## config.mk

```make
export PLATFORM = sky130hd
export DESIGN_NAME = update_frame_parser_flat
export DESIGN_NICKNAME = d
export VERILOG_FILES = /design/src/rtl/ufp_pkg.sv /design/src/rtl/ufp_if.sv /design/src/rtl/update_frame_parser.sv /design/src/rtl/ufp_front.sv /design/src/rtl/ufp_queue.sv /design/src/rtl/ufp_back.sv /design/src/flat_wrapper.sv
export SDC_FILE = /design/constraint.sdc
export NUM_CORES = 1
export LEC_CHECK = 0
export BUFFER_PORTS_ARGS = -buffer_cell sky130_fd_sc_hd__buf_4
export CAP_MARGIN = 20
export CORE_MARGIN = 2
export CORE_UTILIZATION = 45
export DETAILED_ROUTE_END_ITERATION = 8
export GPL_ROUTABILITY_DRIVEN = 1
export GPL_TIMING_DRIVEN = 0
export PLACE_DENSITY_LB_ADDON = 0.25
export SYNTH_ARGS = -nofsm -noshare
export SYNTH_HDL_FRONTEND = slang
export SYNTH_SLANG_ARGS = --single-unit
```

## constraint.sdc

```tcl
create_clock -name clk -period 5.42 [get_ports clk]
set_clock_uncertainty 0.05 [all_clocks]
set_input_delay 1.355 -clock clk [delete_from_list [all_inputs] [get_ports clk]]
set_output_delay 1.355 -clock clk [all_outputs]
set_load 0.03 [all_outputs]
```

## src/rtl/ufp_pkg.sv

```systemverilog
package ufp_pkg;

    // Command bytes that open a frame.
    localparam logic [7:0] CMD_START = 8'h01;
    localparam logic [7:0] CMD_CHUNK = 8'h02;
    localparam logic [7:0] CMD_END   = 8'h03;

    // Reset value of the chunk length limit.
    localparam logic [15:0] MAX_CHUNK_RESET = 16'd1021;

    // Input operation codes.
    localparam logic OP_BYTE       = 1'b0;
    localparam logic OP_LINK_RESET = 1'b1;

    // Frame answered by a response.
    localparam logic [1:0] RESP_START = 2'd0;
    localparam logic [1:0] RESP_CHUNK = 2'd1;
    localparam logic [1:0] RESP_END   = 2'd2;

    // Header byte counts, as last index.
    localparam logic [1:0] START_HDR_LAST = 2'd3;
    localparam logic [1:0] CHUNK_HDR_LAST = 2'd1;

    // Action queue between parser and executor.
    localparam int QUEUE_DEPTH = 4;
    localparam int QPTR_W      = $clog2(QUEUE_DEPTH);
    localparam int QCNT_W      = $clog2(QUEUE_DEPTH + 1);

    // Parser phase.
    typedef enum logic [1:0] {
        PH_COMMAND   = 2'd0,
        PH_START_HDR = 2'd1,
        PH_CHUNK_HDR = 2'd2,
        PH_PAYLOAD   = 2'd3
    } phase_t;

    // Classified actions handed to the executor.
    typedef enum logic [2:0] {
        ACT_LINK_RESET  = 3'd0,
        ACT_START       = 3'd1,
        ACT_CHUNK_LONG  = 3'd2,
        ACT_CHUNK_EMPTY = 3'd3,
        ACT_PAYLOAD     = 3'd4,
        ACT_END         = 3'd5
    } act_kind_t;

    typedef struct packed {
        act_kind_t   kind;
        logic [31:0] data;   // announced size, or payload byte in the low bits
        logic        last;   // final payload byte of a chunk
    } action_t;

endpackage

```

## src/rtl/ufp_if.sv

```systemverilog
// Input byte channel.
interface ufp_in_if;
    logic       valid;
    logic       ready;
    logic       operation;
    logic [7:0] byte_value;

    modport source (output valid, output operation, output byte_value, input ready);
    modport sink   (input valid, input operation, input byte_value, output ready);
endinterface

// Result channel.
interface ufp_out_if;
    logic        valid;
    logic        ready;
    logic        payload_valid;
    logic [7:0]  payload_byte;
    logic        response_valid;
    logic        response_nak;
    logic [1:0]  response_to;
    logic        size_match;
    logic        update_done;
    logic [31:0] bytes_count;
    logic [31:0] chunks_count;

    modport source (
        output valid, output payload_valid, output payload_byte, output response_valid,
        output response_nak, output response_to, output size_match, output update_done,
        output bytes_count, output chunks_count, input ready
    );
    modport sink (
        input valid, input payload_valid, input payload_byte, input response_valid,
        input response_nak, input response_to, input size_match, input update_done,
        input bytes_count, input chunks_count, output ready
    );
endinterface

// Configuration write channel for the chunk length limit.
interface ufp_cfg_if;
    logic        valid;
    logic        ready;
    logic [15:0] max_chunk_len;

    modport source (output valid, output max_chunk_len, input ready);
    modport sink   (input valid, input max_chunk_len, output ready);
endinterface

```

## src/rtl/update_frame_parser.sv

```systemverilog
// Firmware-update frame parser.
// The req channel takes one transfer per cycle unless the queue is full:
// operation 0 carries a stream byte, operation 1 is a link open or close that
// returns the parser to idle. The rsp channel delivers at most one result per
// input byte: a payload byte to store, a response (ACK or NAK with the frame it
// answers), or both on the last byte of a chunk, together with the saturating
// byte and chunk counts. The cfg channel writes the chunk length limit; it is
// always ready; the user must see that it is written only while the block is
// idle, as the block does not enforce this. Throughput is one byte per cycle
// while the action queue has room. A byte that causes a result passes through
// the action queue and then the output register before it appears on rsp.
// Bytes that cause no result are consumed silently. A four-entry action queue
// separates the byte parser from the executor, so when rsp stalls the parser
// keeps taking bytes until the queue fills, and req.ready then drops until the
// receiver drains results again. Reset clears all parser and transfer state,
// empties the queue and sets the chunk length limit to 1021.
module update_frame_parser
    import ufp_pkg::*;
(
    input  logic      clk,
    input  logic      rst_n,
    ufp_in_if.sink    req,
    ufp_cfg_if.sink   cfg,
    ufp_out_if.source rsp
);

    logic    push;
    action_t push_act;
    logic    queue_full;
    logic    queue_not_empty;
    action_t head;
    logic    pop;

    // Front end: byte parsing and classification.
    ufp_front u_front (
        .clk        (clk),
        .rst_n      (rst_n),
        .req        (req),
        .cfg        (cfg),
        .queue_full (queue_full),
        .push       (push),
        .push_act   (push_act)
    );

    // Action queue between the two halves.
    ufp_queue u_queue (
        .clk       (clk),
        .rst_n     (rst_n),
        .push      (push),
        .push_act  (push_act),
        .pop       (pop),
        .full      (queue_full),
        .not_empty (queue_not_empty),
        .head      (head)
    );

    // Back end: transfer state, counters and result register.
    ufp_back u_back (
        .clk       (clk),
        .rst_n     (rst_n),
        .act_valid (queue_not_empty),
        .act       (head),
        .act_pop   (pop),
        .rsp       (rsp)
    );

endmodule

```

## src/rtl/ufp_front.sv

```systemverilog
module ufp_front
    import ufp_pkg::*;
(
    input  logic         clk,
    input  logic         rst_n,
    ufp_in_if.sink       req,
    ufp_cfg_if.sink      cfg,
    input  logic         queue_full,
    output logic         push,
    output action_t      push_act
);

    phase_t      phase_reg, phase_next;
    logic [1:0]  index_reg, index_next;
    logic [31:0] shift_reg, shift_next;
    logic [15:0] left_reg, left_next;
    logic [15:0] max_len_reg;
    logic [31:0] shifted;
    logic        accept;

    assign req.ready = !queue_full;
    assign cfg.ready = 1'b1;
    assign accept    = req.valid && req.ready;
    assign shifted   = {shift_reg[23:0], req.byte_value};

    // Limit register, written through the configuration channel.
    always_ff @(posedge clk or negedge rst_n)
    begin
        if (!rst_n)
        begin
            max_len_reg <= MAX_CHUNK_RESET;
        end
        else if (cfg.valid && cfg.ready)
        begin
            max_len_reg <= cfg.max_chunk_len;
        end
    end

    // Phase tracking and classification of each transferred byte.
    always_comb
    begin
        phase_next    = phase_reg;
        index_next    = index_reg;
        shift_next    = shift_reg;
        left_next     = left_reg;
        push          = 1'b0;
        push_act.kind = ACT_END;
        push_act.data = 32'd0;
        push_act.last = 1'b0;
        if (accept)
        begin
            if (req.operation == OP_LINK_RESET)
            begin
                phase_next    = PH_COMMAND;
                index_next    = 2'd0;
                shift_next    = 32'd0;
                left_next     = 16'd0;
                push          = 1'b1;
                push_act.kind = ACT_LINK_RESET;
            end
            else
            begin
                unique case (phase_reg)
                    PH_COMMAND:
                    begin
                        index_next = 2'd0;
                        shift_next = 32'd0;
                        if (req.byte_value == CMD_START)
                        begin
                            phase_next = PH_START_HDR;
                        end
                        else if (req.byte_value == CMD_CHUNK)
                        begin
                            phase_next = PH_CHUNK_HDR;
                        end
                        else if (req.byte_value == CMD_END)
                        begin
                            push          = 1'b1;
                            push_act.kind = ACT_END;
                        end
                    end
                    PH_START_HDR:
                    begin
                        shift_next = shifted;
                        index_next = index_reg + 2'd1;
                        if (index_reg == START_HDR_LAST)
                        begin
                            phase_next    = PH_COMMAND;
                            index_next    = 2'd0;
                            push          = 1'b1;
                            push_act.kind = ACT_START;
                            push_act.data = shifted;
                        end
                    end
                    PH_CHUNK_HDR:
                    begin
                        shift_next = shifted;
                        index_next = index_reg + 2'd1;
                        if (index_reg == CHUNK_HDR_LAST)
                        begin
                            phase_next = PH_COMMAND;
                            index_next = 2'd0;
                            if (shifted[15:0] > max_len_reg)
                            begin
                                push          = 1'b1;
                                push_act.kind = ACT_CHUNK_LONG;
                            end
                            else if (shifted[15:0] == 16'd0)
                            begin
                                push          = 1'b1;
                                push_act.kind = ACT_CHUNK_EMPTY;
                            end
                            else
                            begin
                                left_next  = shifted[15:0];
                                phase_next = PH_PAYLOAD;
                            end
                        end
                    end
                    PH_PAYLOAD:
                    begin
                        push          = 1'b1;
                        push_act.kind = ACT_PAYLOAD;
                        push_act.data = {24'd0, req.byte_value};
                        push_act.last = (left_reg == 16'd1);
                        left_next     = left_reg - 16'd1;
                        if (left_reg == 16'd1)
                        begin
                            phase_next = PH_COMMAND;
                        end
                    end
                    default:
                    begin
                        phase_next = PH_COMMAND;
                    end
                endcase
            end
        end
    end

    // Parser state registers.
    always_ff @(posedge clk or negedge rst_n)
    begin
        if (!rst_n)
        begin
            phase_reg <= PH_COMMAND;
            index_reg <= 2'd0;
            shift_reg <= 32'd0;
            left_reg  <= 16'd0;
        end
        else
        begin
            phase_reg <= phase_next;
            index_reg <= index_next;
            shift_reg <= shift_next;
            left_reg  <= left_next;
        end
    end

endmodule

```

## src/rtl/ufp_queue.sv

```systemverilog
module ufp_queue
    import ufp_pkg::*;
(
    input  logic    clk,
    input  logic    rst_n,
    input  logic    push,
    input  action_t push_act,
    input  logic    pop,
    output logic    full,
    output logic    not_empty,
    output action_t head
);

    action_t           mem [QUEUE_DEPTH];
    logic [QPTR_W-1:0] wr_ptr_reg, rd_ptr_reg;
    logic [QCNT_W-1:0] count_reg;
    logic              do_push, do_pop;

    assign full      = (count_reg == QCNT_W'(QUEUE_DEPTH));
    assign not_empty = (count_reg != '0);
    assign do_push   = push && !full;
    assign do_pop    = pop && not_empty;
    assign head      = mem[rd_ptr_reg];

    // Entry storage.
    always_ff @(posedge clk)
    begin
        if (do_push)
        begin
            mem[wr_ptr_reg] <= push_act;
        end
    end

    // Pointers and fill count.
    always_ff @(posedge clk or negedge rst_n)
    begin
        if (!rst_n)
        begin
            wr_ptr_reg <= '0;
            rd_ptr_reg <= '0;
            count_reg  <= '0;
        end
        else
        begin
            if (do_push)
            begin
                wr_ptr_reg <= wr_ptr_reg + QPTR_W'(1);
            end
            if (do_pop)
            begin
                rd_ptr_reg <= rd_ptr_reg + QPTR_W'(1);
            end
            if (do_push && !do_pop)
            begin
                count_reg <= count_reg + QCNT_W'(1);
            end
            else if (do_pop && !do_push)
            begin
                count_reg <= count_reg - QCNT_W'(1);
            end
        end
    end

`ifndef SYNTHESIS
    a_no_push_when_full: assert property (@(posedge clk) disable iff (!rst_n)
        full && !pop |=> count_reg == QCNT_W'(QUEUE_DEPTH))
        else $error("queue count changed while full without a pop");
    a_count_bound: assert property (@(posedge clk) disable iff (!rst_n)
        count_reg <= QCNT_W'(QUEUE_DEPTH))
        else $error("queue count above depth");
    a_pop_only_nonempty: assert property (@(posedge clk) disable iff (!rst_n)
        !not_empty && !push |=> !not_empty)
        else $error("queue became non-empty without a push");
`endif

endmodule

```

## src/rtl/ufp_back.sv

```systemverilog
module ufp_back
    import ufp_pkg::*;
(
    input  logic     clk,
    input  logic     rst_n,
    input  logic     act_valid,
    input  action_t  act,
    output logic     act_pop,
    ufp_out_if.source rsp
);

    logic        mode_reg, mode_next;
    logic [31:0] expected_reg, expected_next;
    logic [31:0] received_reg, received_next;
    logic [31:0] chunks_reg, chunks_next;

    logic        out_valid_reg;
    logic        pv, rv, nak, match, done;
    logic [7:0]  pb;
    logic [1:0]  to;
    logic        has_result;

    logic        o_pv_reg, o_rv_reg, o_nak_reg, o_match_reg, o_done_reg;
    logic [7:0]  o_pb_reg;
    logic [1:0]  o_to_reg;
    logic [31:0] o_bytes_reg, o_chunks_reg;

    // An action is executed when the output register is free or being drained.
    assign act_pop = act_valid && (!out_valid_reg || rsp.ready);

    // Execution of one action against the transfer state.
    always_comb
    begin
        mode_next     = mode_reg;
        expected_next = expected_reg;
        received_next = received_reg;
        chunks_next   = chunks_reg;
        pv            = 1'b0;
        pb            = 8'd0;
        rv            = 1'b0;
        nak           = 1'b0;
        to            = RESP_START;
        match         = 1'b0;
        done          = 1'b0;
        unique case (act.kind)
            ACT_LINK_RESET:
            begin
                mode_next     = 1'b0;
                expected_next = 32'd0;
                received_next = 32'd0;
                chunks_next   = 32'd0;
            end
            ACT_START:
            begin
                rv = 1'b1;
                to = RESP_START;
                if (mode_reg)
                begin
                    nak = 1'b1;
                end
                else
                begin
                    mode_next     = 1'b1;
                    expected_next = act.data;
                    received_next = 32'd0;
                    chunks_next   = 32'd0;
                end
            end
            ACT_CHUNK_LONG:
            begin
                rv  = 1'b1;
                nak = 1'b1;
                to  = RESP_CHUNK;
            end
            ACT_CHUNK_EMPTY:
            begin
                rv = 1'b1;
                to = RESP_CHUNK;
                if (mode_reg)
                begin
                    chunks_next = (&chunks_reg) ? chunks_reg : chunks_reg + 32'd1;
                end
                else
                begin
                    nak = 1'b1;
                end
            end
            ACT_PAYLOAD:
            begin
                if (mode_reg)
                begin
                    pv            = 1'b1;
                    pb            = act.data[7:0];
                    received_next = (&received_reg) ? received_reg : received_reg + 32'd1;
                end
                if (act.last)
                begin
                    rv = 1'b1;
                    to = RESP_CHUNK;
                    if (mode_reg)
                    begin
                        chunks_next = (&chunks_reg) ? chunks_reg : chunks_reg + 32'd1;
                    end
                    else
                    begin
                        nak = 1'b1;
                    end
                end
            end
            ACT_END:
            begin
                rv = 1'b1;
                to = RESP_END;
                if (mode_reg)
                begin
                    match     = (received_reg == expected_reg);
                    done      = 1'b1;
                    mode_next = 1'b0;
                end
                else
                begin
                    nak = 1'b1;
                end
            end
            default:
            begin
                mode_next = mode_reg;
            end
        endcase
        has_result = pv || rv;
    end

    // Transfer state registers.
    always_ff @(posedge clk or negedge rst_n)
    begin
        if (!rst_n)
        begin
            mode_reg     <= 1'b0;
            expected_reg <= 32'd0;
            received_reg <= 32'd0;
            chunks_reg   <= 32'd0;
        end
        else if (act_pop)
        begin
            mode_reg     <= mode_next;
            expected_reg <= expected_next;
            received_reg <= received_next;
            chunks_reg   <= chunks_next;
        end
    end

    // Output valid flag.
    always_ff @(posedge clk or negedge rst_n)
    begin
        if (!rst_n)
        begin
            out_valid_reg <= 1'b0;
        end
        else if (act_pop)
        begin
            out_valid_reg <= has_result;
        end
        else if (rsp.ready)
        begin
            out_valid_reg <= 1'b0;
        end
    end

    // Output payload register.
    always_ff @(posedge clk)
    begin
        if (act_pop && has_result)
        begin
            o_pv_reg     <= pv;
            o_pb_reg     <= pb;
            o_rv_reg     <= rv;
            o_nak_reg    <= nak;
            o_to_reg     <= to;
            o_match_reg  <= match;
            o_done_reg   <= done;
            o_bytes_reg  <= received_next;
            o_chunks_reg <= chunks_next;
        end
    end

    assign rsp.valid          = out_valid_reg;
    assign rsp.payload_valid  = o_pv_reg;
    assign rsp.payload_byte   = o_pb_reg;
    assign rsp.response_valid = o_rv_reg;
    assign rsp.response_nak   = o_nak_reg;
    assign rsp.response_to    = o_to_reg;
    assign rsp.size_match     = o_match_reg;
    assign rsp.update_done    = o_done_reg;
    assign rsp.bytes_count    = o_bytes_reg;
    assign rsp.chunks_count   = o_chunks_reg;

`ifndef SYNTHESIS
    a_done_is_end_ack: assert property (@(posedge clk) disable iff (!rst_n)
        rsp.valid && rsp.update_done |->
            rsp.response_valid && !rsp.response_nak && rsp.response_to == RESP_END)
        else $error("update_done outside an end acknowledge");
    a_result_nonempty: assert property (@(posedge clk) disable iff (!rst_n)
        rsp.valid |-> rsp.payload_valid || rsp.response_valid)
        else $error("result carries neither payload nor response");
    a_link_reset_clears: assert property (@(posedge clk) disable iff (!rst_n)
        act_pop && act.kind == ACT_LINK_RESET |=>
            !mode_reg && received_reg == 32'd0 && chunks_reg == 32'd0)
        else $error("link reset left transfer state behind");
    a_payload_only_receiving: assert property (@(posedge clk) disable iff (!rst_n)
        act_pop && act.kind == ACT_PAYLOAD && !mode_reg |=> !out_valid_reg || !o_pv_reg)
        else $error("payload passed out outside a transfer");
`endif

endmodule

```

## src/flat_wrapper.sv

```systemverilog
// flat-port wrapper written by rule: the top's interface ports become plain ports
module update_frame_parser_flat import ufp_pkg::*;
  (clk, rst_n, req_valid, req_operation, req_byte_value, req_ready, cfg_valid, cfg_max_chunk_len, cfg_ready, rsp_valid, rsp_payload_valid, rsp_payload_byte, rsp_response_valid, rsp_response_nak, rsp_response_to, rsp_size_match, rsp_update_done, rsp_bytes_count, rsp_chunks_count, rsp_ready);
  ufp_in_if req_i ();
  ufp_cfg_if cfg_i ();
  ufp_out_if rsp_i ();
  input  logic clk;
  input  logic rst_n;
  input wire logic [$bits(req_i.valid)-1:0] req_valid;
  input wire logic [$bits(req_i.operation)-1:0] req_operation;
  input wire logic [$bits(req_i.byte_value)-1:0] req_byte_value;
  output wire logic [$bits(req_i.ready)-1:0] req_ready;
  input wire logic [$bits(cfg_i.valid)-1:0] cfg_valid;
  input wire logic [$bits(cfg_i.max_chunk_len)-1:0] cfg_max_chunk_len;
  output wire logic [$bits(cfg_i.ready)-1:0] cfg_ready;
  output wire logic [$bits(rsp_i.valid)-1:0] rsp_valid;
  output wire logic [$bits(rsp_i.payload_valid)-1:0] rsp_payload_valid;
  output wire logic [$bits(rsp_i.payload_byte)-1:0] rsp_payload_byte;
  output wire logic [$bits(rsp_i.response_valid)-1:0] rsp_response_valid;
  output wire logic [$bits(rsp_i.response_nak)-1:0] rsp_response_nak;
  output wire logic [$bits(rsp_i.response_to)-1:0] rsp_response_to;
  output wire logic [$bits(rsp_i.size_match)-1:0] rsp_size_match;
  output wire logic [$bits(rsp_i.update_done)-1:0] rsp_update_done;
  output wire logic [$bits(rsp_i.bytes_count)-1:0] rsp_bytes_count;
  output wire logic [$bits(rsp_i.chunks_count)-1:0] rsp_chunks_count;
  input wire logic [$bits(rsp_i.ready)-1:0] rsp_ready;
  assign req_i.valid = req_valid;
  assign req_i.operation = req_operation;
  assign req_i.byte_value = req_byte_value;
  assign req_ready = req_i.ready;
  assign cfg_i.valid = cfg_valid;
  assign cfg_i.max_chunk_len = cfg_max_chunk_len;
  assign cfg_ready = cfg_i.ready;
  assign rsp_valid = rsp_i.valid;
  assign rsp_payload_valid = rsp_i.payload_valid;
  assign rsp_payload_byte = rsp_i.payload_byte;
  assign rsp_response_valid = rsp_i.response_valid;
  assign rsp_response_nak = rsp_i.response_nak;
  assign rsp_response_to = rsp_i.response_to;
  assign rsp_size_match = rsp_i.size_match;
  assign rsp_update_done = rsp_i.update_done;
  assign rsp_bytes_count = rsp_i.bytes_count;
  assign rsp_chunks_count = rsp_i.chunks_count;
  assign rsp_i.ready = rsp_ready;
  update_frame_parser u_core (.clk(clk), .rst_n(rst_n), .req(req_i), .cfg(cfg_i), .rsp(rsp_i));
endmodule
```

# --- Word level (Yosys, flattened, before mapping) ---
# Memory sizes are Yosys's and may differ from the RTL's.
# Cells that the tools add are included.
word_totals:
  latch_bits: 0
  ramBits: 144
  word_cells: 161
  out_inout_bits: 82
  inputBits: 30
  n_memories: 1
  mem_bits_ro: 0
  ff_bits: 244
mem_list:
  columns: ["memory", "depth", "width", "read_ports", "rd_clocked_by_memory_dff", "wr", "line_no", "text"]
  rows:
  - ["u_core.u_queue.mem", 4, 36, 1, 0, 1, "ufp_queue.sv:14", "action_t mem [QUEUE_DEPTH];"]
classes:
  mux: 67
  shift: 0
  eq_ne: 23
  mul: 0
  reduce_logical: 39
  n_addsub: 8
  n_lt_le_gt_ge: 1
  div_mod_pow: 0
  bitwise_logic: 0
op_table:
  columns: ["op", "n"]
  rows:
  - ["2-to-1 mux 32 bit", 8]
  - ["case mux 32 bit (2 select lines)", 2]
  - ["case mux 32 bit (4 select lines)", 1]
  - ["case mux 32 bit (3 select lines)", 1]
  - ["adder 32 x 1 -> 32 bit, second input constant", 2]
  - ["2-to-1 mux 16 bit", 4]
  - ["AND reduction 32 bit", 2]
  - ["case mux 24 bit (2 select lines)", 1]
  - ["2-to-1 mux 36 bit", 1]
  - ["2-to-1 mux 35 bit", 1]
  - ["2-to-1 mux 33 bit", 1]
  - ["equality test 32 bit", 1]
  - ["case mux 16 bit (2 select lines)", 1]
  - ["2-to-1 mux 24 bit", 1]
  - ["2-to-1 mux 2 bit", 11]
  - ["2-to-1 mux 1 bit", 20]
  - ["2-to-1 mux 3 bit", 6]
  - ["equality test 16 x 1 -> 1 bit, second input constant", 1]
  - ["equality test 8 x 2 -> 1 bit, second input constant", 2]
  - ["> comparator 16 bit", 1]
  - ["logical NOT 16 bit", 1]
  - ["subtractor 16 x 1 -> 16 bit, second input constant", 1]
  - ["inequality test 3 bit, second input constant", 5]
  - ["case mux 2 bit (3 select lines)", 2]
  - ["other kinds (28)", 61]

# --- Depth between registers and ports, before layout ---
depth:
  depth_word: 12
  mapped_depth: 14
  mapped_depth_nobuf: 14

# --- Cells and area by module ---
# From an unflattened synthesis, not the netlist that was laid out.
hier_totals:
  cells_unflattened: 1660
  hier_area_um2: 18992.0
modules_own_cells:
  columns: ["module", "seq_area_each_um2", "instances", "cells_per_inst", "area_per_inst_um2"]
  rows:
  - ["ufp_back", 4824.6, 1, 1033, 9638.0]
  - ["ufp_queue", 4499.3, 1, 223, 5631.7]
  - ["ufp_front", 1512.7, 1, 404, 3722.3]

# --- Worst setup path before layout ---
# OpenSTA, ideal clock, no wires.
synth_path:
  kind: "in2reg"
  startpoint: "input port rsp_ready"
  endpoint: "register u_core.u_back.o_bytes_reg[0], in the netlist u_core.u_back.rsp.bytes_count[0] (enable)"
  cell_stages: 6
  setup_slack_ns: -0.790
  required_ns: 4.853
  setup_ns: 0.517
  t_arrival_ns: 5.644
  path_buffers: 2
  cell_sequence: "nand2b_1 > o31a_1 > clkbuf_1 > clkinv_1 > clkbuf_1 > nor2_1"
synth_between:
  elab_chain_cells: 3
synth_rtl:
  columns: ["item", "line_no", "text"]
  rows:
  - ["start, declared", "flat_wrapper.sv:26", "input wire logic [$bits(rsp_i.ready)-1:0] rsp_ready;"]
  - ["logical OR 1 bit", "ufp_back.sv:29", "assign act_pop = act_valid && (!out_valid_reg || rsp.ready);"]
  - ["logical AND 1 bit", "ufp_back.sv:29", null]
  - ["logical AND 1 bit", "ufp_back.sv:172", "if (act_pop && has_result)"]
  - ["end signal, assigned", "ufp_back.sv:181", "o_bytes_reg <= received_next;"]
  - ["end, declared", "ufp_back.sv:26", "logic [31:0] o_bytes_reg, o_chunks_reg;"]
# No other way between the ends.
# A chain may end at the register's enable or synchronous reset.

# --- Worst setup path after layout ---
layout_path:
  startpoint: "input port req_byte_value[7]"
  endpoint: "register u_core.u_queue.count_reg[2]"
layout_between:
  elab_chain_cells: 11
  elab_cells_between_ends: 20
  classes_between: "order compare (1); eq/ne (3); mux (10); reduce/logical (6)"
layout_rtl:
  columns: ["item", "line_no", "text"]
  rows:
  - ["start, declared", "flat_wrapper.sv:11", "input wire logic [$bits(req_i.byte_value)-1:0] req_byte_value;"]
  - ["parallel branches: the longest is 4 deep, another holds > comparator 16 bit", null, null]
  - ["case mux 1 bit (4 select lines) (*)", "ufp_front.sv:63", "unique case (phase_reg)"]
  - ["2-to-1 mux 1 bit (*)", "ufp_front.sv:52", "if (req.operation == OP_LINK_RESET)"]
  - ["2-to-1 mux 1 bit (*)", "ufp_front.sv:50", "if (accept)"]
  - ["logical AND 1 bit (*)", "ufp_queue.sv:21", "assign do_push = push && !full;"]
  - ["via u_core.u_queue.do_push", "ufp_queue.sv:17", "logic do_push, do_pop;"]
  - ["logical NOT 1 bit", "ufp_queue.sv:57", "else if (do_pop && !do_push)"]
  - ["logical AND 1 bit", "ufp_queue.sv:57", null]
  - ["nonzero test 2 bit (no line)", null, null]
  - ["end signal, assigned", "ufp_queue.sv:55", "count_reg <= count_reg + QCNT_W'(1);"]
  - ["end signal, assigned", "ufp_queue.sv:59", "count_reg <= count_reg - QCNT_W'(1);"]
  - ["end, declared", "ufp_queue.sv:16", "logic [QCNT_W-1:0] count_reg;"]
# Mark *: on every way through the listed nets, which the timed path passes.

==> reports/qor.tcl <==
set qor(cts_tree) {done}
set qor(die_height_um) 206
set qor(reg2reg_setup_slack_ns) 1.23
set qor(grt_start_max_net_pins) 104
set qor(global_route.usage.total_pct) 22.1
set qor(post-cts-setup-buffer-count) 0
set qor(ys_dominant_reg_cell) {sky130_fd_sc_hd__edfxtp_1}
set qor(globalplace.congestion) 0.887
set qor(power-per-cell-area_mw_per_mm2) 556
set qor(ctsHtreeMaxLevel) 2
set qor(r2r_end) {u_core.u_queue.count_reg[2]}
set qor(number_of_nets_in_the_layout) 1848
set qor(largest_register_ff_count) 144
set qor(final.period_utilization_pct) 82.2
set qor(floorplan.die_area_mm2) 0.0424
set qor(holdPathStages) 1
set qor(outcome) {complete, no violations}
set qor(synth.lib_cells_used.distinct) 76
set qor(setup_viol) 0
set qor(worst_hold_margin_ns) 0.445
set qor(critical_path_required_ns) 5.85
set qor(worstSetupStartpointType) {primary input}
set qor(grt_pass1_vias) 13000
set qor(areaGrowthSynthToFinish_pct) 16.6
set qor(post_drt_via_cell_ratio) 5.79
set qor(layout.area.seq_mm2) 0.0108
set qor(multi_input_area_mm2) 0.00695
set qor(post_synth.cell_area_avg_um2) 11.3
set qor(synth_fp_nets) 1688
set qor(ys_warn_count) 0
set qor(max_flop_register) {u_core.u_queue.mem}
set qor(fmax_mhz) 225
set qor(wire_per_inst_um) 19.6
set qor(ir_worst_vdd_uv) 315
set qor(drtPass1Iterations) 6
set qor(clock_latency_ns) 0.58
set qor(hpwl_after_detailed_placement_mm) 32.6
set qor(min-delay-start) {u_core.u_front.shift_reg[21]}
set qor(clkSinkCount) 388
set qor(total_leakage_power_nw) 8.13
set qor(synth.yosys.seq_area_share_pct) 59.1
set qor(netlist_area_mm2) 0.0183
set qor(worstPathArrival_ns) 4.88
set qor(min_to) {u_core.u_front.shift_reg[21]}
set qor(max-slew-margin-rel_pct) 38.8
set qor(rr_startpoint) {u_core.u_front.shift_reg[7]}
set qor(worst-r2r-cell-count) 12
set qor(starting_density_of_the_core_pct) 45.8
set qor(post_synth_edffs) 223
set qor(postSynthCellCount) 1625
set qor(clock-root-buffer) {sky130_fd_sc_hd__clkbuf_16}
set qor(chip_width_um) 206
set qor(worstSetupPathType) {in -> reg}
set qor(place.port_buffers) 109
set qor(clk_path_buf_depth) 3
set qor(post_synthesis_async_set_or_reset_flop_share_pct) 42.5
set qor(slew_viol_final) 0
set qor(antenna_found_initial) 0
set qor(detail_route.iter0.violations) 1162
set qor(setup_total_negative_slack_ns) 0
set qor(first_pass_grt_wire_length_mm) 72.5
set qor(hold_buffers) 0
set qor(wirelength_mm) 46.0
set qor(worst_tran_pin_value_ns) 0.911
set qor(postSynthRegisterBits) 388
set qor(post_route_cells_drive_above_1_share_pct) 14.6
set qor(timing.hold.worst.class) {reg -> reg}
set qor(num_rows) 73
set qor(timing.final.hold_violations) 0
set qor(setup.worst_path.end_class) {flop}
set qor(numCtsBuffers) 42
set qor(cts-resized-gates) 0
set qor(cap_viol_max_count) 0
set qor(antenna_cells) 0
set qor(route.vias.total) 13600
set qor(layout.filler_cells) 3459
set qor(postRouteAntennaNets) 0
set qor(route.detailed.drc) 0
set qor(placeableCoreArea_mm2) 0.0400
set qor(clk_pin_slew_ns) 0.06
set qor(timing.final.crit_period_ns) 4.45
set qor(unrepaired_setup_endpoints_after_global_routing) {no}
set qor(num_io_pins) 112
set qor(crit_path_max_fanout) 7
set qor(grt-ovfl-total) 0
[synthesized netlist by cell type, drive strengths merged, types with 5 or more instances]
cell type / instances / area, um2
o21ai: 203 / 1020
xnor2: 36 / 315
nand3: 33 / 165
dfrtp: 156 / 3900
nand2: 214 / 803
mux2: 6 / 67.6
or3: 7 / 43.8
nor4: 21 / 138
o31ai: 48 / 360
nor2: 80 / 319
clkbuf: 82 / 308
a22o: 15 / 131
inv: 38 / 143
edfxtp: 223 / 6700
nor3: 26 / 130
o21a: 5 / 37.5
a31oi: 48 / 307
nand2b: 11 / 68.8
and2: 51 / 319
nand4: 25 / 156
mux4: 36 / 811
dfstp: 9 / 236
buf: 21 / 111
a21oi: 78 / 390
and3: 25 / 156
a21o: 6 / 45.0
nor2b: 7 / 43.8
ha: 32 / 400
and4: 13 / 114
[metrics by stage]
step                area, um2  util [%]  cells  setup WS, ns  total power, mW
finish                  21400      53.5   2343         0.966             11.9
global route            21400      53.5   2343         0.794             12.5
CTS                     21400      53.5   2343          1.00             12.0
detailed placement      20000      50.0   2266         0.418             9.05
global placement        19800      49.5   2259         -1.11             8.91
floorplan               18300         -   1625         0.538             7.37
[layout make-up]
class	instances	share of cell area, %
Multi-Input combinational cell	1095	32.5
Clock buffer	48	5.12
Clock inverter	29	1.42
Buffer	103	1.96
Inverter	39	0.684
Sequential cell	388	50.7
Tap cell	525	3.07
Timing Repair Buffer	116	4.59
[worst max path at each step]
stage | endpoint | cells past startpoint | startpoint
4_1_cts | u_core.u_queue.count_reg[2] | 14 | req_byte_value[7]
3_5_place_dp | u_core.u_queue.count_reg[2] | 14 | req_byte_value[7]
6_report | u_core.u_queue.count_reg[2] | 14 | req_byte_value[7]
3_3_place_gp | u_core.u_back.rsp.bytes_count[21] | 7 | rsp_ready
5_1_grt | u_core.u_queue.count_reg[2] | 14 | req_byte_value[7]
2_1_floorplan | u_core.u_back.rsp.bytes_count[0] | 6 | rsp_ready
[cell families after synthesis]
group | share of synthesized area, %
xor gates and xnor gates | 1.91
and+or+nand+nor | 14.4
DFF | 59.1
muxes | 4.95
AOI/OAI and AO/OA | 14.3
other | 0.0204
adders and majority gates | 2.29
buffers and inverters | 3.08
[where the power goes]
part | switching (mW) | leakage [nW] | internal [mW]
clock network | 1.20 | 0.673 | 1.70
logic | 3.15 | 3.08 | 1.50
registers | 0.350 | 4.38 | 3.98
total | 4.70 | 8.13 | 7.18
[critical path: stages]
cell	delay (ns)
sky130_fd_sc_hd__buf_4	0.14
sky130_fd_sc_hd__ha_1	0.33
sky130_fd_sc_hd__a41o_1	0.18
sky130_fd_sc_hd__a21oi_1	0.04
sky130_fd_sc_hd__or4_1	0.41
sky130_fd_sc_hd__a31oi_1	0.62
sky130_fd_sc_hd__o211ai_1	0.22
sky130_fd_sc_hd__a31oi_2	0.36
sky130_fd_sc_hd__ha_1	0.25
sky130_fd_sc_hd__inv_1	0.07
sky130_fd_sc_hd__fa_1	0.43
sky130_fd_sc_hd__xor2_1	0.16
sky130_fd_sc_hd__nor2_1	0.14
sky130_fd_sc_hd__xor2_1	0.16
[cell usage in the layout (no fill, tap or decap), drive strengths merged, types with 6 or more instances in the layout]
| cell | count |
|---|---|
| a21o | 6 |
| a21oi | 78 |
| a22o | 15 |
| a31oi | 48 |
| and2 | 51 |
| and3 | 25 |
| and4 | 13 |
| buf | 137 |
| clkbuf | 130 |
| clkinv | 18 |
| clkinvlp | 6 |
| dfrtp | 156 |
| dfstp | 9 |
| edfxtp | 223 |
| ha | 32 |
| inv | 39 |
| mux2 | 6 |
| mux4 | 36 |
| nand2 | 214 |
| nand2b | 11 |
| nand3 | 33 |
| nand4 | 25 |
| nor2 | 80 |
| nor2b | 7 |
| nor3 | 26 |
| nor4 | 21 |
| o21ai | 203 |
| o31ai | 48 |
| or3 | 7 |
| xnor2 | 36 |
[per-layer routing]
metal | GRT usage, % | vias to the layer above | routed length (um)
met1 | 29.9 | 6603 | 19700
met3 | 3.74 | 93 | 2950
met4 | 7.07 | 0 | 1160
met5 | 0 | - | 0
li1 | - | 6374 | -
met2 | 36.7 | 489 | 22200
Note: power is estimated with default switching activity, not from simulation.
